===== config.mk =====
export PLATFORM = sky130hd
export DESIGN_NAME = key_value_hex_line_parser_top
export DESIGN_NICKNAME = d
export VERILOG_FILES = /design/src/design/klp_pkg.sv /design/src/design/klp_in_stage.sv /design/src/design/klp_core.sv /design/src/design/klp_out_stage.sv /design/src/design/key_value_hex_line_parser_top.sv
export VERILOG_INCLUDE_DIRS = /design/src /design/src/design
export SDC_FILE = /design/constraint.sdc
export NUM_CORES = 1
export LEC_CHECK = 0
export ABC_AREA = 0
export ABC_CLOCK_PERIOD_IN_PS = 7800
export BUFFER_PORTS_ARGS = -buffer_cell sky130_fd_sc_hd__buf_2
export CAP_MARGIN = 25
export CORE_MARGIN = 1
export CORE_UTILIZATION = 45
export CTS_CLUSTER_DIAMETER = 80
export CTS_CLUSTER_SIZE = 10
export DETAILED_ROUTE_END_ITERATION = 12
export GPL_TIMING_DRIVEN = 0
export HOLD_SLACK_MARGIN = 0.15
export PLACE_DENSITY_LB_ADDON = 0.1
export SETUP_SLACK_MARGIN = 0.5
export SLEW_MARGIN = 25
export SYNTH_ARGS = -nofsm -noshare
export SYNTH_HDL_FRONTEND = slang
export SYNTH_SLANG_ARGS = --single-unit

===== constraint.sdc =====
create_clock -name clock -period 7.8 [get_ports clock]
set_input_delay 1.56 -clock clock [delete_from_list [all_inputs] [get_ports clock]]
set_output_delay 1.56 -clock clock [all_outputs]
set_load 0.1 [all_outputs]

===== src/design/key_value_hex_line_parser_top_defines.svh =====
// ----------------------------------------------------------------------------
// key_value_hex_line_parser_top_defines.svh
// Assertion macros for the key/value hex line parser.
// ----------------------------------------------------------------------------
`ifndef KEY_VALUE_HEX_LINE_PARSER_TOP_DEFINES_SVH
`define KEY_VALUE_HEX_LINE_PARSER_TOP_DEFINES_SVH

// Same-cycle implication, sampled on clock, off during reset.
`define KLP_ASSERT_NOW(label, ante, cons, msg) \
   label: assert property (@(posedge clock) disable iff (reset) (ante) |-> (cons)) \
      else $error(msg);

// Next-cycle implication, sampled on clock, off during reset.
`define KLP_ASSERT_NEXT(label, ante, cons, msg) \
   label: assert property (@(posedge clock) disable iff (reset) (ante) |=> (cons)) \
      else $error(msg);

`endif


===== src/design/klp_pkg.sv =====
// ----------------------------------------------------------------------------
// klp_pkg
// Types and character constants shared by the line parser modules.
// ----------------------------------------------------------------------------
`timescale 1ns / 1ps

package klp_pkg;

   typedef enum logic [2:0] {
      PH_START = 3'd0,
      PH_LEAD  = 3'd1,
      PH_KEY   = 3'd2,
      PH_KEYWS = 3'd3,
      PH_VALWS = 3'd4,
      PH_VALUE = 3'd5,
      PH_TRAIL = 3'd6,
      PH_DROP  = 3'd7
   } phase_type;

   typedef enum logic [3:0] {
      ST_OK     = 4'd0,
      ST_EMPTY  = 4'd1,
      ST_UNTERM = 4'd2,
      ST_BADKEY = 4'd3,
      ST_NOSEP  = 4'd4,
      ST_NOKEY  = 4'd5,
      ST_BADHEX = 4'd6,
      ST_TRAIL  = 4'd7,
      ST_BADLEN = 4'd8,
      ST_EOF    = 4'd9
   } status_type;

   typedef enum logic [1:0] {
      KIND_KEY    = 2'd0,
      KIND_VALUE  = 2'd1,
      KIND_STATUS = 2'd2
   } kind_type;

   localparam logic [7:0] CHAR_EQ         = 8'h3D;
   localparam logic [7:0] CHAR_COMMA      = 8'h2C;
   localparam logic [7:0] CHAR_UNDERSCORE = 8'h5F;
   localparam logic [7:0] CHAR_SPACE      = 8'h20;
   localparam logic [7:0] CHAR_TAB        = 8'h09;
   localparam logic [7:0] CHAR_CR         = 8'h0D;
   localparam logic [7:0] CHAR_LF         = 8'h0A;
   localparam logic [7:0] CHAR_0          = 8'h30;
   localparam logic [7:0] CHAR_9          = 8'h39;
   localparam logic [7:0] CHAR_UPPER_A    = 8'h41;
   localparam logic [7:0] CHAR_UPPER_F    = 8'h46;
   localparam logic [7:0] CHAR_UPPER_Z    = 8'h5A;
   localparam logic [7:0] CHAR_LOWER_A    = 8'h61;
   localparam logic [7:0] CHAR_LOWER_F    = 8'h66;
   localparam logic [7:0] CHAR_LOWER_Z    = 8'h7A;
   localparam logic [7:0] CASE_OFFSET     = 8'h20;
   localparam logic [3:0] HEX_TEN         = 4'hA;
   localparam logic [7:0] LEN_MAX         = 8'hFF;

   typedef struct packed {
      logic       action;
      logic [7:0] text_byte;
   } item_type;

   typedef struct packed {
      kind_type   kind;
      logic [7:0] data;
      status_type status;
      logic [7:0] key_length;
      logic [7:0] value_length;
   } result_type;

endpackage


===== src/design/klp_in_stage.sv =====
// ----------------------------------------------------------------------------
// klp_in_stage
// Input register: holds one accepted byte until the parser core takes it.
// ----------------------------------------------------------------------------
`timescale 1ns / 1ps

module klp_in_stage (
   input  logic              clock,
   input  logic              reset,
   input  logic              in_valid,
   output logic              in_ready,
   input  klp_pkg::item_type in_item,
   output logic              item_valid,
   output klp_pkg::item_type item,
   input  logic              item_take
);
   import klp_pkg::*;

   logic     valid_ff;
   logic     valid_in;
   item_type item_ff;

   assign in_ready = !valid_ff || item_take;
   assign valid_in = (in_valid && in_ready) || (valid_ff && !item_take);

   always_ff @(posedge clock) begin
      if (reset) begin
         valid_ff <= 1'b0;
      end else begin
         valid_ff <= valid_in;
      end
   end

   always_ff @(posedge clock) begin
      if (in_valid && in_ready) begin
         item_ff <= in_item;
      end
   end

   assign item_valid = valid_ff;
   assign item       = item_ff;

endmodule


===== src/design/klp_core.sv =====
// ----------------------------------------------------------------------------
// klp_core
// Line state and per-byte decode: key folding, hex pairing, line status.
// ----------------------------------------------------------------------------
`timescale 1ns / 1ps

module klp_core #(
   parameter int COUNT_WIDTH = 8
) (
   input  logic                clock,
   input  logic                reset,
   input  logic                item_valid,
   input  klp_pkg::item_type   item,
   output logic                item_take,
   input  logic                out_can_load,
   output logic                result_valid,
   output klp_pkg::result_type result
);
   import klp_pkg::*;

   localparam int SHOW_WIDTH = (COUNT_WIDTH > 8) ? COUNT_WIDTH : 8;

   phase_type              phase_ff, phase_in;
   status_type             error_ff, error_in;
   logic [COUNT_WIDTH-1:0] key_total_ff, key_total_in;
   logic [COUNT_WIDTH-1:0] byte_count_ff, byte_count_in;
   logic                   pending_ff, pending_in;
   logic [3:0]             high_ff, high_in;

   logic [7:0]            c;
   logic                  is_text, is_cr, is_lf, is_blank, is_sep;
   logic [7:0]            low_char;
   logic                  key_ok, hex_ok;
   logic [3:0]            hex_nib;
   status_type            line_st;
   logic [SHOW_WIDTH-1:0] key_wide, byte_wide;
   logic [7:0]            key_shown, byte_shown;
   logic                  key_phase, hex_phase, no_error;
   logic                  key_emit, hex_emit;

   assign c        = item.text_byte;
   assign is_text  = !item.action;
   assign is_cr    = (c == CHAR_CR);
   assign is_lf    = (c == CHAR_LF);
   assign is_blank = (c == CHAR_SPACE) || (c == CHAR_TAB);
   assign is_sep   = (c == CHAR_EQ) || (c == CHAR_COMMA);

   assign low_char = ((c >= CHAR_UPPER_A) && (c <= CHAR_UPPER_Z)) ? c + CASE_OFFSET : c;
   assign key_ok   = (low_char == CHAR_UNDERSCORE)
                  || ((low_char >= CHAR_0) && (low_char <= CHAR_9))
                  || ((low_char >= CHAR_LOWER_A) && (low_char <= CHAR_LOWER_Z));

   always_comb begin
      hex_ok  = 1'b1;
      hex_nib = c[3:0];
      priority if ((c >= CHAR_0) && (c <= CHAR_9)) begin
         hex_nib = c[3:0];
      end else if ((c >= CHAR_LOWER_A) && (c <= CHAR_LOWER_F)) begin
         hex_nib = 4'(c - CHAR_LOWER_A) + HEX_TEN;
      end else if ((c >= CHAR_UPPER_A) && (c <= CHAR_UPPER_F)) begin
         hex_nib = 4'(c - CHAR_UPPER_A) + HEX_TEN;
      end else begin
         hex_ok = 1'b0;
      end
   end

   // Status the pending line would carry if it ended on this byte.
   always_comb begin
      line_st = ST_OK;
      if (error_ff != ST_OK) begin
         line_st = error_ff;
      end else begin
         unique case (phase_ff)
            PH_START:         line_st = ST_EMPTY;
            PH_LEAD, PH_KEY:  line_st = ST_UNTERM;
            PH_KEYWS:         line_st = ST_NOSEP;
            PH_VALWS:         line_st = ST_BADLEN;
            default:          line_st = pending_ff ? ST_BADLEN : ST_OK;
         endcase
      end
   end

   assign key_wide   = SHOW_WIDTH'(key_total_ff);
   assign byte_wide  = SHOW_WIDTH'(byte_count_ff);
   assign key_shown  = (key_wide > SHOW_WIDTH'(LEN_MAX)) ? LEN_MAX : key_wide[7:0];
   assign byte_shown = (byte_wide > SHOW_WIDTH'(LEN_MAX)) ? LEN_MAX : byte_wide[7:0];

   assign key_phase = (phase_ff == PH_START) || (phase_ff == PH_LEAD) || (phase_ff == PH_KEY);
   assign hex_phase = (phase_ff == PH_VALWS) || (phase_ff == PH_VALUE);
   assign no_error  = (error_ff == ST_OK);
   assign key_emit  = key_phase && !is_blank && !is_sep && key_ok;
   assign hex_emit  = hex_phase && !is_blank && hex_ok && pending_ff;

   // Result for the byte in the input register
   always_comb begin
      result_valid        = 1'b0;
      result.kind         = KIND_KEY;
      result.data         = 8'd0;
      result.status       = ST_OK;
      result.key_length   = 8'd0;
      result.value_length = 8'd0;
      priority if (!is_text) begin
         result_valid = 1'b1;
         result.kind  = KIND_STATUS;
         if ((phase_ff == PH_START) || (phase_ff == PH_DROP)) begin
            result.status = ST_EOF;
         end else begin
            result.status       = line_st;
            result.key_length   = key_shown;
            result.value_length = byte_shown;
         end
      end else if (phase_ff == PH_DROP) begin
         result_valid = 1'b0;
      end else if (is_cr || is_lf) begin
         result_valid        = 1'b1;
         result.kind         = KIND_STATUS;
         result.status       = line_st;
         result.key_length   = key_shown;
         result.value_length = byte_shown;
      end else if (no_error && key_emit) begin
         result_valid = 1'b1;
         result.kind  = KIND_KEY;
         result.data  = low_char;
      end else if (no_error && hex_emit) begin
         result_valid = 1'b1;
         result.kind  = KIND_VALUE;
         result.data  = {high_ff, hex_nib};
      end else begin
         result_valid = 1'b0;
      end
   end

   // A byte with a result waits for room in the output register.
   assign item_take = item_valid && (!result_valid || out_can_load);

   // Next line state
   always_comb begin
      phase_in      = phase_ff;
      error_in      = error_ff;
      key_total_in  = key_total_ff;
      byte_count_in = byte_count_ff;
      pending_in    = pending_ff;
      high_in       = high_ff;
      if (item_take) begin
         // while dropping, only LF or an end-of-file marker ends the line; a CR there is dropped too
         priority if (!is_text || (phase_ff == PH_DROP && is_lf)
                      || (phase_ff != PH_DROP && (is_cr || is_lf))) begin
            phase_in      = (is_text && is_cr) ? PH_DROP : PH_START;
            error_in      = ST_OK;
            key_total_in  = '0;
            byte_count_in = '0;
            pending_in    = 1'b0;
            high_in       = 4'd0;
         end else if (phase_ff == PH_DROP || !no_error) begin
            phase_in = phase_ff;
         end else begin
            unique case (phase_ff)
               PH_START, PH_LEAD, PH_KEY: begin
                  if (is_blank) begin
                     phase_in = (phase_ff == PH_KEY) ? PH_KEYWS : PH_LEAD;
                  end else if (is_sep) begin
                     if (phase_ff == PH_KEY) begin
                        phase_in = PH_VALWS;
                     end else begin
                        phase_in = PH_LEAD;
                        error_in = ST_NOKEY;
                     end
                  end else if (key_ok) begin
                     phase_in = PH_KEY;
                     if (key_total_ff != '1) begin
                        key_total_in = key_total_ff + COUNT_WIDTH'(1);
                     end
                  end else begin
                     // bad key char keeps the line in the lead phase if no key yet
                     phase_in = (phase_ff == PH_KEY) ? PH_KEY : PH_LEAD;
                     error_in = ST_BADKEY;
                  end
               end
               PH_KEYWS: begin
                  if (is_sep) begin
                     phase_in = PH_VALWS;
                  end else if (!is_blank) begin
                     error_in = ST_NOSEP;
                  end
               end
               PH_VALWS, PH_VALUE: begin
                  if (is_blank) begin
                     phase_in = (phase_ff == PH_VALUE) ? PH_TRAIL : PH_VALWS;
                  end else if (hex_ok) begin
                     phase_in   = PH_VALUE;
                     pending_in = !pending_ff;
                     if (!pending_ff) begin
                        high_in = hex_nib;
                     end else if (byte_count_ff != '1) begin
                        byte_count_in = byte_count_ff + COUNT_WIDTH'(1);
                     end
                  end else begin
                     error_in = ST_BADHEX;
                  end
               end
               default: begin
                  if (!is_blank) begin
                     error_in = ST_TRAIL;
                  end
               end
            endcase
         end
      end
   end

   always_ff @(posedge clock) begin
      if (reset) begin
         phase_ff      <= PH_START;
         error_ff      <= ST_OK;
         key_total_ff  <= '0;
         byte_count_ff <= '0;
         pending_ff    <= 1'b0;
         high_ff       <= 4'd0;
      end else begin
         phase_ff      <= phase_in;
         error_ff      <= error_in;
         key_total_ff  <= key_total_in;
         byte_count_ff <= byte_count_in;
         pending_ff    <= pending_in;
         high_ff       <= high_in;
      end
   end

endmodule


===== src/design/klp_out_stage.sv =====
// ----------------------------------------------------------------------------
// klp_out_stage
// Result register: holds one result until the receiver takes the transfer.
// ----------------------------------------------------------------------------
`timescale 1ns / 1ps

module klp_out_stage (
   input  logic                clock,
   input  logic                reset,
   input  logic                load,
   input  klp_pkg::result_type load_result,
   output logic                can_load,
   output logic                out_valid,
   input  logic                out_ready,
   output klp_pkg::result_type out_result
);
   import klp_pkg::*;

   logic       valid_ff;
   logic       valid_in;
   result_type result_ff;

   assign can_load = !valid_ff || out_ready;
   assign valid_in = load || (valid_ff && !out_ready);

   always_ff @(posedge clock) begin
      if (reset) begin
         valid_ff <= 1'b0;
      end else begin
         valid_ff <= valid_in;
      end
   end

   always_ff @(posedge clock) begin
      if (load) begin
         result_ff <= load_result;
      end
   end

   assign out_valid  = valid_ff;
   assign out_result = result_ff;

endmodule


===== src/design/key_value_hex_line_parser_top.sv =====
// ----------------------------------------------------------------------------
// key_value_hex_line_parser_top
// Streaming checker for "key = hexvalue" text lines, one byte per transfer.
//
// req_ channel: one text byte (req_action = 0) or an end-of-file marker
//   (req_action = 1) per transfer. rsp_ channel: at most one result per input
//   transfer: a lower-cased key character, a decoded value byte (on the second
//   hex digit of a pair), or a line/file status with key and value counts.
// Order: an accepted byte is registered in the input register, then the core
//   decode loads its result into the result register, which drives the rsp_
//   channel.
// Throughput: one byte per cycle when no stall (below) holds a byte; the input
//   and result registers overlap with the core's line state update.
// Stall: while the result register is full and rsp_ready is low, a byte that
//   produces a result waits in the input register and req_ready drops; bytes
//   that produce no result still drain.
// Reset: synchronous; clears both registers' valid flags and the line state
//   to line start. No clearing pass is needed.
// ----------------------------------------------------------------------------
`timescale 1ns / 1ps
`include "key_value_hex_line_parser_top_defines.svh"

module key_value_hex_line_parser_top #(
   parameter int COUNT_WIDTH = 8
) (
   input  logic       clock,
   input  logic       reset,
   input  logic       req_valid,
   output logic       req_ready,
   input  logic       req_action,
   input  logic [7:0] req_text_byte,
   output logic       rsp_valid,
   input  logic       rsp_ready,
   output logic [1:0] rsp_kind,
   output logic [7:0] rsp_data,
   output logic [3:0] rsp_status,
   output logic [7:0] rsp_key_length,
   output logic [7:0] rsp_value_length
);
   import klp_pkg::*;

   item_type   req_item;
   item_type   stage_item;
   logic       stage_valid;
   logic       stage_take;
   logic       out_can_load;
   logic       core_result_valid;
   result_type core_result;
   result_type rsp_result;

   assign req_item.action    = req_action;
   assign req_item.text_byte = req_text_byte;

   klp_in_stage u_in_stage (
      .clock      (clock),
      .reset      (reset),
      .in_valid   (req_valid),
      .in_ready   (req_ready),
      .in_item    (req_item),
      .item_valid (stage_valid),
      .item       (stage_item),
      .item_take  (stage_take)
   );

   klp_core #(
      .COUNT_WIDTH (COUNT_WIDTH)
   ) u_core (
      .clock        (clock),
      .reset        (reset),
      .item_valid   (stage_valid),
      .item         (stage_item),
      .item_take    (stage_take),
      .out_can_load (out_can_load),
      .result_valid (core_result_valid),
      .result       (core_result)
   );

   klp_out_stage u_out_stage (
      .clock       (clock),
      .reset       (reset),
      .load        (stage_take && core_result_valid),
      .load_result (core_result),
      .can_load    (out_can_load),
      .out_valid   (rsp_valid),
      .out_ready   (rsp_ready),
      .out_result  (rsp_result)
   );

   assign rsp_kind         = rsp_result.kind;
   assign rsp_data         = rsp_result.data;
   assign rsp_status       = rsp_result.status;
   assign rsp_key_length   = rsp_result.key_length;
   assign rsp_value_length = rsp_result.value_length;

   // A byte the core cannot take yet must stay put in the input register.
   `KLP_ASSERT_NEXT(a_stage_hold, stage_valid && !stage_take,
      stage_valid && $stable(stage_item), "input register lost a stalled byte")

   `KLP_ASSERT_NOW(a_status_fields, rsp_valid && rsp_kind == KIND_STATUS,
      rsp_data == 8'd0, "status result carries nonzero data")

   `KLP_ASSERT_NOW(a_char_fields, rsp_valid && rsp_kind != KIND_STATUS,
      rsp_status == ST_OK && rsp_key_length == 8'd0 && rsp_value_length == 8'd0,
      "character result carries status or counts")

   `KLP_ASSERT_NOW(a_eof_counts, rsp_valid && rsp_status == ST_EOF,
      rsp_kind == KIND_STATUS && rsp_key_length == 8'd0 && rsp_value_length == 8'd0,
      "eof result is malformed")

endmodule

==> results by group, run 1 <==
Critical path
  – Critical path's slowest cell: or3b_1
  – Critical path arrival: 4150 ps
  – Startpoint types: register
  – Reg2reg setup slack: 3440 ps
  – Worst-path maximum fanout: 9
  – CP Cell Sequence: buf_2 > inv_1 > ha_1 > or3b_1 > nor3_2 > o41ai_1 > or3b_1 > a21oi_1 > nor2b_1 > o2111ai_1 > buf_2
  – Worst Path Required: 6240 ps
  – Crit Path Class: register to output port
  – Worst Setup End Kind: output port
  – Crit-path max cell delay: 470 ps
  – Worst R2R Path Depth: 12

Synthesis
  – Area contributors post-synth: edfxtp_1 (31%), dfxtp_1 (15%), a21oi_1 (4.5%), nand2_1 (3.7%), nor2_1 (3.3%)
  – Syn nets: 422
  – Yosys reg bits: 68
  – Primary FF master, synth: edfxtp_1
  – Synth unique cells: 60
  – EDFF count, synth: 39
  – Synthesized area: 0.00376 mm^2
  – Synth Area per Inst: 9.39 um^2
  – Yosys warning total: 0
  – Asr flop ratio synth: 0%
  – Yosys top cell by area: edfxtp_1
  – Synth top area share: 31.1%
  – Cell count after synthesis: 401
  – Seq/Total Area, Yosys: 46.5%

STA
  – Setup_tns: 0 ps
  – Rel. slew slack: 44.0%
  – FMAX: 175 MHz
  – Final setup fails: 0
  – Final WS setup: 2090 ps
  – Tmin final: 5710 ps
  – Skew final: 10.8 ps
  – Worst slew pin tran: 834 ps
  – Final hold vios: 0
  – RSZ-0062 raised after global routing: false
  – WHS: 496 ps
  – Fin crit share: 73.3%
  – Final Max Slew Viols: 0

Floorplan
  – FP Rows: 32
  – Initial Util: 47.7%
  – Die Span X: 93.5 um
  – Die Span Y: 93.5 um
  – DIE AREA: 0.00873 mm^2
  – Core box area: 0.00789 mm^2
  – IO Pins: 45

Clock network
  – Post-CTS setup buffers: 0
  – Worst-Skew Late Latency: 360 ps
  – Num CTS Buffers: 9
  – Post-CTS Resized: 0
  – CTS Buffer Depth: 2
  – Clock-pin slew on the worst setup and hold paths: 80 ps
  – CTS sink cnt: 68
  – CTS root buffer: clkbuf_8
  – CTS tree: done
  – Hold Buf Count CTS: 0
  – H-tree level count: 3

Flow run
  – Max-cap viol count: 0

Hold path
  – Min-Delay Path Class: register to register
  – Hold depth: 1

Global route
  – Congestion Overflow GR: 0
  – Initial antenna violation count: 0
  – Pin count of the biggest net entering global routing: 21
  – Vias in the first global route: 3062
  – Gr usage total: 22.3%
  – First-pass GRT wire length: 14900 um

Drt
  – WL/cell: 16.0 um
  – Initial drt markers: 153
  – DRC Markers: 0
  – DRT antenna net count: 0
  – Vias post-DR: 3248
  – Vias/cell: 5.76
  – Detailed Route WL: 9020 um
  – Pre-Repair DR Iteration Count: 4

Cells and area
  – Most frequent cells in the layout: buf_2 (47), edfxtp_1 (39), nand2_1 (37)
  – Area growth syn-to-layout: 15.3%
  – Fillers: 747
  – Commonest non-fill, non-tap cell in the layout: buf_2
  – Fraction of layout cells with a size suffix above 1: 19.3%
  – Final #Nets: 478
  – Diode count: 0
  – Final core utilization: 55.0%

Place
  – Gpl congestion: 0.883
  – Number of port buffers: 44
  – Post-DP HPWL: 6440 um
  – Post-Place Worst Slack: 2580 ps

Power
  – Switching power: 0.000256 W
  – Sequential Power Share: 48.7%
  – Switching part of the total power: 31.4%
  – Clock Power Share: 34.7%
  – Combinational cell fraction of total power: 16.7%
  – Internal power: 0.000559 W
  – Tot Pwr: 0.000815 W
  – Pwr dens: 188 mW/mm^2
  – P_leak: 1.61 nW
  – Maximum vdd drop: 0.0904 mV

Status
  – Status: finished clean
[flip-flops by register name, summed over array words and instances (netlist names)]
register,count
u_core.byte_count_ff,8
u_core.error_ff,3
u_core.high_ff,4
u_core.key_total_ff,8
u_core.pending_ff,1
u_core.phase_ff,3
u_in_stage.item,9
u_in_stage.item_valid,1
u_out_stage.out_result,30
u_out_stage.out_valid,1
[cell families after synthesis]
family	Yosys count	share of synthesized area, %
AOI/OAI and AO/OA	100	17.5
xor gates and xnor gates	4	0.931
adders and majority gates	8	2.66
buffers and inverters	35	3.89
DFF	68	46.5
muxes	9	2.49
and+or+nand+nor	177	26.0
[synth_stat cells, types with 6 or more instances]
cell type / number
and3_1: 13
nor4_1: 8
o211ai_1: 6
nand2_1: 37
dfxtp_1: 29
a21oi_1: 34
edfxtp_1: 39
nand3_1: 11
inv_1: 13
nor2_1: 33
ha_1: 8
nor3_1: 10
nand2b_1: 6
and2_1: 18
clkbuf_1: 16
o21ai_0: 15
mux2i_1: 8
[per-stage QoR]
stage / std cells / instance area [um^2]
finish: 564 / 4340
global route: 564 / 4340
CTS: 564 / 4340
detailed placement: 548 / 4150
global placement: 547 / 4110
floorplan: 401 / 3760
[final timing paths]
path	from	end
setup / recovery	u_in_stage.item[1]	req_ready
hold / removal	u_core.high_ff[1]	u_core.high_ff[1]
setup reg to reg	u_in_stage.item[1]	u_out_stage.out_result[16]
hold reg to reg	u_core.high_ff[1]	u_core.high_ff[1]
[power groups by stage]
stage / combinational, W / clock, W / sequential [W]
after CTS: 0.000135 / 0.000286 / 0.000396
after floorplan: 0.0000587 / 0 / 0.000450
final: 0.000136 / 0.000283 / 0.000396
after detailed placement: 0.000135 / 0 / 0.000405
after global placement: 0.000132 / 0 / 0.000405
after global routing: 0.000146 / 0.000299 / 0.000398
[per-layer routing]
layer / up-vias / GRT usage [%] / share of wire [%]
met5: - / 0 / 0
met4: 0 / 10.4 / 2.5
li1: 1608 / - / -
met1: 1498 / 30.7 / 48
met3: 19 / 3.58 / 5.5
met2: 123 / 34.1 / 44
[critical path: cells and delay by family, from the launching register on]
kind | cells | cell delay, ps
buffers and inverters | 3 | 680
AND/OR/NAND/NOR | 4 | 1610
AO/OA/AOI/OAI | 3 | 850
adder cells (fa/ha/maj) | 1 | 270
flip-flops | 1 | 390
[layout make-up]
type / instances / area, um^2 / share of cell area, %
plain buffers: 21 / 93.8 / 2.16
multi-input cells: 298 / 1870 / 43.2
repair buffers: 45 / 248 / 5.71
clock buffers: 10 / 149 / 3.43
well taps: 102 / 128 / 2.94
flip-flops and latches: 68 / 1750 / 40.4
clock inverters: 6 / 45.0 / 1.04
inverters: 14 / 52.6 / 1.21
No activity file was read; power rests on OpenSTA's default activity.
==> inputs of run 2 (changes only) <==
--- a/config.mk
+++ b/config.mk
@@ -7,7 +7,7 @@
 export NUM_CORES = 1
 export LEC_CHECK = 0
 export ABC_AREA = 0
-export ABC_CLOCK_PERIOD_IN_PS = 7800
+export ABC_CLOCK_PERIOD_IN_PS = 4680
 export BUFFER_PORTS_ARGS = -buffer_cell sky130_fd_sc_hd__buf_2
 export CAP_MARGIN = 25
 export CORE_MARGIN = 1
==> constraint.sdc (replaced) <==
create_clock -name clock -period 4.68 [get_ports clock]
set_input_delay 0.936 -clock clock [delete_from_list [all_inputs] [get_ports clock]]
set_output_delay 0.936 -clock clock [all_outputs]
set_load 0.1 [all_outputs]
==> run 2 against run 1 <==
Compared with the run above:
- clock skew is 2.1 ps higher
- final cell count grew 2.7%
- count of clock-buffer cells in the layout stayed put
- setup slack got worse by 1600 ps
- highest routed layer unchanged
==> results by group, run 2 (synthesis gave the netlist of run 1 again) <==
Cells and area
  – Most frequent cells in the layout: buf_2 (45), edfxtp_1 (39), nand2_1 (37) (was buf_2 (47), edfxtp_1 (39), nand2_1 (37))
  – Max reg flops: 30 (unchanged)
  – Final #Nets: 493 (was 478)
  – Fraction of layout cells with a size suffix above 1: 23.7% (was 19.3%)
  – Commonest non-fill, non-tap cell in the layout: buf_2 (unchanged)
  – Area growth syn-to-layout: 21.8% (was 15.3%)
  – Diode count: 0 (unchanged)
  – Final core utilization: 58.1% (was 55.0%)

Power
  – P_leak: 1.71 nW (was 1.61 nW)
  – Pwr dens: 310 mW/mm^2 (was 188 mW/mm^2)
  – Maximum vdd drop: 0.207 mV (was 0.0904 mV)
  – Tot Pwr: 0.00142 W (was 0.000815 W)

Clock network
  – CTS Buffer Depth: 2 (unchanged)
  – CTS sink cnt: 68 (unchanged)
  – CTS tree: done (unchanged)
  – Num CTS Buffers: 9 (unchanged)
  – H-tree level count: 3 (unchanged)
  – CTS root buffer: clkbuf_8 (unchanged)
  – Worst-Skew Late Latency: 350 ps (was 360 ps)
  – Clock-pin slew on the worst setup and hold paths: 70 ps (was 80 ps)
  – Hold Buf Count CTS: 0 (unchanged)

Critical path
  – Startpoint types: register (unchanged)
  – FF-to-FF End: u_core.high_ff[3] (was u_out_stage.out_result[16])
  – Critical path arrival: 3210 ps (was 4150 ps)
  – Reg2reg setup slack: 850 ps (was 3440 ps)
  – Worst R2R Path Depth: 11 (was 12)
  – Worst R2R Start: u_in_stage.item[1] (unchanged)
  – Worst-path maximum fanout: 6 (was 9)
  – Crit Path Class: register to output port (unchanged)
  – Worst Path Required: 3740 ps (was 6240 ps)
  – Worst Setup End Kind: output port (unchanged)

Global route
  – Gr usage total: 22.7% (was 22.3%)
  – First-pass GRT wire length: 15600 um (was 14900 um)
  – Initial antenna violation count: 0 (unchanged)
  – Pin count of the biggest net entering global routing: 21 (unchanged)
  – Vias in the first global route: 3114 (was 3062)
  – Congestion Overflow GR: 0 (unchanged)

Hold path
  – Min-Delay Path Class: register to register (unchanged)
  – Worst Hold Path EP: u_core.high_ff[2] (was u_core.high_ff[1])
  – Hold depth: 1 (unchanged)
  – Beginning of the worst hold path: u_core.high_ff[2] (was u_core.high_ff[1])

Drt
  – DRT antenna net count: 0 (unchanged)
  – Detailed Route WL: 9700 um (was 9020 um)
  – Initial drt markers: 262 (was 153)
  – Vias post-DR: 3380 (was 3248)
  – DRC Markers: 0 (unchanged)
  – Vias/cell: 5.84 (was 5.76)
  – WL/cell: 16.7 um (was 16.0 um)
  – Pre-Repair DR Iteration Count: 5 (was 4)

STA
  – FMAX: 241 MHz
  – Fin crit share: 88.6%
  – Skew final: 12.9 ps (was 10.8 ps)
  – Rel. slew slack: 45.6% (was 44.0%)
  – WHS: 497 ps (was 496 ps)
  – Worst slew pin tran: 809 ps (was 834 ps)
  – Setup_tns: 0 ps (unchanged)
  – RSZ-0062 raised after global routing: true (was false)
  – Final hold vios: 0 (unchanged)
  – Final setup fails: 0 (unchanged)
  – Final Max Slew Viols: 0 (unchanged)
  – Final WS setup: 533 ps (was 2090 ps)
  – Tmin final: 4150 ps

Place
  – Post-DP HPWL: 6570 um (was 6440 um)
  – Gpl congestion: 0.893 (was 0.883)
  – Post-Place Worst Slack: 55.1 ps (was 2580 ps)
  – Number of port buffers: 44 (unchanged)

Flow run
  – Max-cap viol count: 0 (unchanged)

Floorplan
  – Core box area: 0.00789 mm^2 (unchanged)
  – IO Pins: 45 (unchanged)
  – Die Span X: 93.5 um (unchanged)
  – Initial Util: 47.7% (unchanged)
  – FP Rows: 32 (unchanged)
  – DIE AREA: 0.00873 mm^2 (unchanged)
  – Die Span Y: 93.5 um (unchanged)

Status
  – Status: finished clean (unchanged)
==> run 2: cell types whose count changed in the layout (fill, tap and decap cells not counted), moves of 2 or more <==
| cell | previous run | this run |
|---|---|---|
| buf_2 | 47 | 45 |
| buf_4 | 1 | 16 |
| ha_1 | 8 | 6 |
| ha_4 | 0 | 2 |
| inv_1 | 13 | 11 |
| or3b_1 | 2 | 0 |
| or3b_4 | 0 | 2 |
==> run 2: timing repair <==
action                                  CTS  global route
buffers inserted                          4            11
endpoints found under the setup margin   31             1
endpoints found under the hold margin     0             0
gates resized for setup                  13             9
pin swaps                                 2             7
==> run 2: how the worst max path moves through the flow <==
| stage | startpoint | endpoint | slack, ps | depth (start not counted) |
|---|---|---|---|---|
| 5_1_grt | u_in_stage.item[1] | req_ready | 430 | 11 |
| 6_report | u_in_stage.item[1] | req_ready | 530 | 11 |
| 4_1_cts | u_in_stage.item[1] | req_ready | 530 | 11 |
| 3_5_place_dp | u_in_stage.item[1] | req_ready | 60 | 11 |
| 3_3_place_gp | u_in_stage.item[1] | u_out_stage.out_result[29] | -260 | 11 |
| 2_1_floorplan | u_in_stage.item[1] | req_ready | 520 | 10 |
==> run 2: stage by stage <==
stage               cell area [um^2]  std cells
global route                    4590        579
detailed placement              4150        548
floorplan                       3770        401
global placement                4120        547
CTS                             4450        568
finish                          4590        579
==> run 2: critical path: stages (launching register included) <==
cell and delay, ps:
edfxtp_1 390, buf_6 140, clkinvlp_4 140, ha_4 200, or3b_4 410, nor3_4 240
o41ai_4 120, or3b_4 450, a21oi_4 140, nor2b_4 200, o2111ai_4 180, buf_12 240
==> run 2: final cells by class <==
cell class | instances | area (um^2)
fill | 712 | 3300
multi-input combinational | 298 | 1960
sequential | 68 | 1750
timing repair buffer | 60 | 375
clock buffer | 10 | 149
tap | 102 | 128
buffer | 21 | 100
clock inverter | 6 | 61.3
inverter | 14 | 56.3
==> run 2: where the power goes <==
part           leakage [nW]  internal [W]  switching (W)
combinational          1.01     0.0000677       0.000182
clock                 0.109      0.000277       0.000234
sequential            0.588      0.000650      0.0000117
==> run 2: metal layers <==
layer  GRT usage, %  part of all wire (%)  vias to the layer above
met5              0                     0                        -
met4           7.44                   1.6                        0
met3           2.93                   4.9                       13
met2           37.3                    47                      101
met1           31.0                    47                     1625
li1               -                     -                     1641
==> inputs of run 3 (changes only) <==
--- a/config.mk
+++ b/config.mk
@@ -10,10 +10,10 @@
 export ABC_CLOCK_PERIOD_IN_PS = 4680
 export BUFFER_PORTS_ARGS = -buffer_cell sky130_fd_sc_hd__buf_2
 export CAP_MARGIN = 25
+export CORE_ASPECT_RATIO = 1.75
 export CORE_MARGIN = 1
 export CORE_UTILIZATION = 45
 export CTS_CLUSTER_DIAMETER = 80
-export CTS_CLUSTER_SIZE = 10
 export DETAILED_ROUTE_END_ITERATION = 12
 export GPL_TIMING_DRIVEN = 0
 export HOLD_SLACK_MARGIN = 0.15
@@ -22,4 +22,5 @@
 export SLEW_MARGIN = 25
 export SYNTH_ARGS = -nofsm -noshare
 export SYNTH_HDL_FRONTEND = slang
+export SYNTH_HIERARCHICAL = 1
 export SYNTH_SLANG_ARGS = --single-unit
==> run 3 against run 2 <==
Compared with the run above:
- sequential share of layout area decreased by 1.9 points
- largest power group is now the clock network
- die area increased by 5.1%
- critical endpoint unchanged
- critical path type unchanged
- sequential power increased by 4.2%
==> results by group, run 3 <==
Status
  – Status: finished clean (unchanged)

Critical path
  – Worst Setup End Kind: output port (unchanged)
  – Crit Path Class: register to output port (unchanged)
  – CP Cell Sequence: inv_1 > ha_2 > or3b_4 > and3_1 > a21o_1 > a41o_1 > or2_4 > a31o_4 > buf_8 > nand2_8 > nand2b_4 > buf_12 (was buf_6 > clkinvlp_4 > ha_4 > or3b_4 > nor3_4 > o41ai_4 > or3b_4 > a21oi_4 > nor2b_4 > o2111ai_4 > buf_12)
  – Worst-path maximum fanout: 10 (was 6)
  – Worst Path Required: 3740 ps (about the same)
  – Critical path's slowest cell: edfxtp_1 (was or3b_4)
  – Crit-path max cell delay: 430 ps (was 450 ps)
  – Startpoint types: register (unchanged)
  – Critical path arrival: 3150 ps (was 3210 ps)

STA
  – Tmin final: 4090 ps (was 4150 ps)
  – Rel. slew slack: 38.5% (was 45.6%)
  – Final hold vios: 0 (unchanged)
  – Worst slew pin tran: 915 ps (was 809 ps)
  – Skew final: 3.78 ps (was 12.9 ps)
  – Setup_tns: 0 ps (unchanged)
  – WHS: 478 ps (was 497 ps)
  – Final setup fails: 0 (unchanged)
  – RSZ-0062 raised after global routing: false (was true)
  – Final Max Slew Viols: 0 (unchanged)
  – FMAX: 245 MHz (was 241 MHz)
  – Fin crit share: 87.4% (was 88.6%)

Synthesis
  – Asr flop ratio synth: 0% (unchanged)
  – EDFF count, synth: 39 (unchanged)
  – Seq/Total Area, Yosys: 44.3% (was 46.5%)
  – Synthesized area: 0.00395 mm^2 (was 0.00376 mm^2)
  – Yosys warning total: 6 (was 0)
  – Cell count after synthesis: 407 (was 401)
  – Synth Area per Inst: 9.71 um^2 (was 9.39 um^2)
  – Yosys reg bits: 68 (unchanged)
  – Syn nets: 429 (was 422)
  – Primary FF master, synth: edfxtp_1 (unchanged)
  – Most common cell in the netlist: edfxtp_1 (unchanged)
  – Synth top area share: 29.6% (was 31.1%)
  – Area contributors post-synth: edfxtp_1 (30%), dfxtp_1 (15%), and2_1 (3.2%), a21oi_1 (2.9%), ha_1 (2.8%) (was edfxtp_1 (31%), dfxtp_1 (15%), a21oi_1 (4.5%), nand2_1 (3.7%), nor2_1 (3.3%))
  – Yosys top cell by area: edfxtp_1 (unchanged)
  – Synth cell count leaders: edfxtp_1 (39), dfxtp_1 (29), nand2_1 (29) (was edfxtp_1 (39), nand2_1 (37), a21oi_1 (34))
  – Synth unique cells: 76 (was 60)

Global route
  – Vias in the first global route: 3533 (was 3114)
  – Pin count of the biggest net entering global routing: 32 (was 21)
  – First-pass GRT wire length: 17300 um (was 15600 um)
  – Initial antenna violation count: 0 (unchanged)
  – Gr usage total: 25.5% (was 22.7%)
  – Congestion Overflow GR: 0 (unchanged)

Power
  – Sequential Power Share: 36.2% (was 46.5%)
  – P_leak: 1.88 nW (was 1.71 nW)
  – Internal power: 0.00130 W (was 0.000995 W)
  – Pwr dens: 395 mW/mm^2 (was 310 mW/mm^2)
  – Clock Power Share: 40.3% (was 35.9%)
  – Combinational cell fraction of total power: 23.5% (was 17.5%)
  – Switching power: 0.000607 W (was 0.000428 W)
  – Maximum vdd drop: 0.238 mV (was 0.207 mV)
  – Switching part of the total power: 31.8% (was 30.1%)

Floorplan
  – Initial Util: 46.9% (was 47.7%)
  – Die Span X: 72.8 um (was 93.5 um)
  – DIE AREA: 0.00917 mm^2 (was 0.00873 mm^2)
  – FP Rows: 44 (was 32)
  – Core box area: 0.00842 mm^2 (was 0.00789 mm^2)
  – Die Span Y: 126 um (was 93.5 um)
  – IO Pins: 45 (unchanged)

Cells and area
  – Fillers: 758 (was 712)
  – Max reg flops: 30 (unchanged)
  – Commonest non-fill, non-tap cell in the layout: buf_2 (unchanged)
  – Area growth syn-to-layout: 22.0% (was 21.8%)
  – Most frequent cells in the layout: buf_2 (49), edfxtp_1 (39), nand2_1 (29), dfxtp_1 (29), a21oi_1 (22) (was buf_2 (45), edfxtp_1 (39), nand2_1 (37))
  – Diode count: 0 (unchanged)
  – Final #Nets: 495 (was 493)
  – Fraction of layout cells with a size suffix above 1: 24.5% (was 23.7%)

Drt
  – Pre-Repair DR Iteration Count: 5 (unchanged)
  – WL/cell: 18.7 um (was 16.7 um)
  – Vias post-DR: 3528 (was 3380)
  – Met3 wire length: 465 um (was 478 um)
  – Detailed Route WL: 11100 um (was 9700 um)
  – Initial drt markers: 185 (was 262)
  – DRC Markers: 0 (unchanged)
  – DRT antenna net count: 0 (unchanged)
  – Met2 wire length: 6000 um (was 4550 um)
  – Top Metal Used: met4 (unchanged)
  – Met1 WL: 3970 um (was 4520 um)
  – Vias/cell: 5.95 (was 5.84)

Flow run
  – Max-cap viol count: 0 (unchanged)

Clock network
  – H-tree level count: 3 (unchanged)
  – Clock-pin slew on the worst setup and hold paths: 60 ps (was 70 ps)
  – CTS Buffer Depth: 2 (unchanged)
  – Num CTS Buffers: 9 (unchanged)
  – CTS sink cnt: 68 (unchanged)
  – Hold Buf Count CTS: 0 (unchanged)
  – CTS root buffer: clkbuf_16 (was clkbuf_8)
  – CTS tree: done (unchanged)
  – Worst-Skew Late Latency: 340 ps (was 350 ps)

Place
  – Post-DP HPWL: 7900 um (was 6570 um)
  – Number of port buffers: 44 (unchanged)
  – Gpl congestion: 0.969 (was 0.893)

Hold path
  – Min-Delay Path Class: register to register (unchanged)
==> run 3: cell count changes after synthesis, moves of 5 or more <==
| cell | previous run | this run |
|---|---|---|
| inv_1 | 13 | 20 |
| nor2_1 | 33 | 19 |
| a311oi_1 | 0 | 6 |
| o31ai_1 | 2 | 7 |
| a21oi_1 | 34 | 23 |
| nand2b_1 | 6 | 13 |
| nor2b_1 | 5 | 10 |
| nand2_1 | 37 | 29 |
==> run 3: critical path, delay by kind of cell (launching register included) <==
kind                     cells  cell delay (ps)
flip-flops                   1              430
adder cells (fa/ha/maj)      1              210
buffers and inverters        3              470
AO/OA/AOI/OAI                3              650
AND/OR/NAND/NOR              5             1060
==> run 3: metrics by stage <==
stage | util [%] | power, W | setup WS, ps | std cells | area (um^2)
3_5_place_dp | 51.3 | 0.00112 | 185 | 566 | 4320
3_3_place_gp | 51.2 | 0.00112 | 173 | 566 | 4320
6_report | 57.2 | 0.00191 | 591 | 593 | 4820
5_1_grt | 57.2 | 0.00197 | 508 | 593 | 4820
4_1_cts | 56.6 | 0.00191 | 516 | 588 | 4770
2_1_floorplan | - | 0.00103 | 985 | 407 | 3950
==> run 3: final cells by class <==
class                      instances  area (um^2)  share of cell area, %
multi-input combinational        295         2070                   43.0
buffer                            24          120                   2.49
clock inverter                     7          115                   2.39
sequential                        68         1750                   36.3
tap                              115          144                   2.98
inverter                          20         75.1                   1.56
timing repair buffer              55          318                   6.59
clock buffer                       9          225                   4.67
==> run 3: routing by layer <==
metal  track usage [%]  up-vias
li1                  -     1663
met1              23.8     1682
met2              45.8      134
met3              6.56       49
met4              19.3        0
met5                 0        -
==> run 3: power by group through the flow <==
stage / Sequential (W) / Clock (W) / Combinational, W
3_3_place_gp: 0.000702 / 0 / 0.000418
6_report: 0.000690 / 0.000769 / 0.000447
2_1_floorplan: 0.000841 / 0 / 0.000187
5_1_grt: 0.000694 / 0.000806 / 0.000469
4_1_cts: 0.000690 / 0.000783 / 0.000439
3_5_place_dp: 0.000703 / 0 / 0.000421
==> run 3: worst paths after layout <==
path / start / end / slack, ps / cells after the start
setup / recovery: u_in_stage/item[1] / req_ready / 590 / 12
hold / removal: u_core/high_ff[1] / u_core/high_ff[1] / 480 / 2
setup reg to reg: u_in_stage/item[1] / u_out_stage/out_result[21] / 1100 / 11
hold reg to reg: u_core/high_ff[1] / u_core/high_ff[1] / 480 / 2
==> run 3: logic make-up (layout without fill, tap and decap cells) <==
logic type                 Yosys count  after routing  share of synthesized area (%)
muxes                                8              8                           2.12
xor gates and xnor gates             3              3                          0.665
adders and majority gates            9              9                           2.85
AOI/OAI and AO/OA                  119            119                           22.8
buffers and inverters               44            115                           4.75
DFF                                 68             68                           44.3
and+or+nand+nor                    156            156                           22.5
==> run 3: repair_timing <==
action | CTS | global route
setup endpoints to repair | 1 | 1
pin swaps | 1 | 3
gates resized for setup | 15 | 4
buffers inserted | 6 | 5
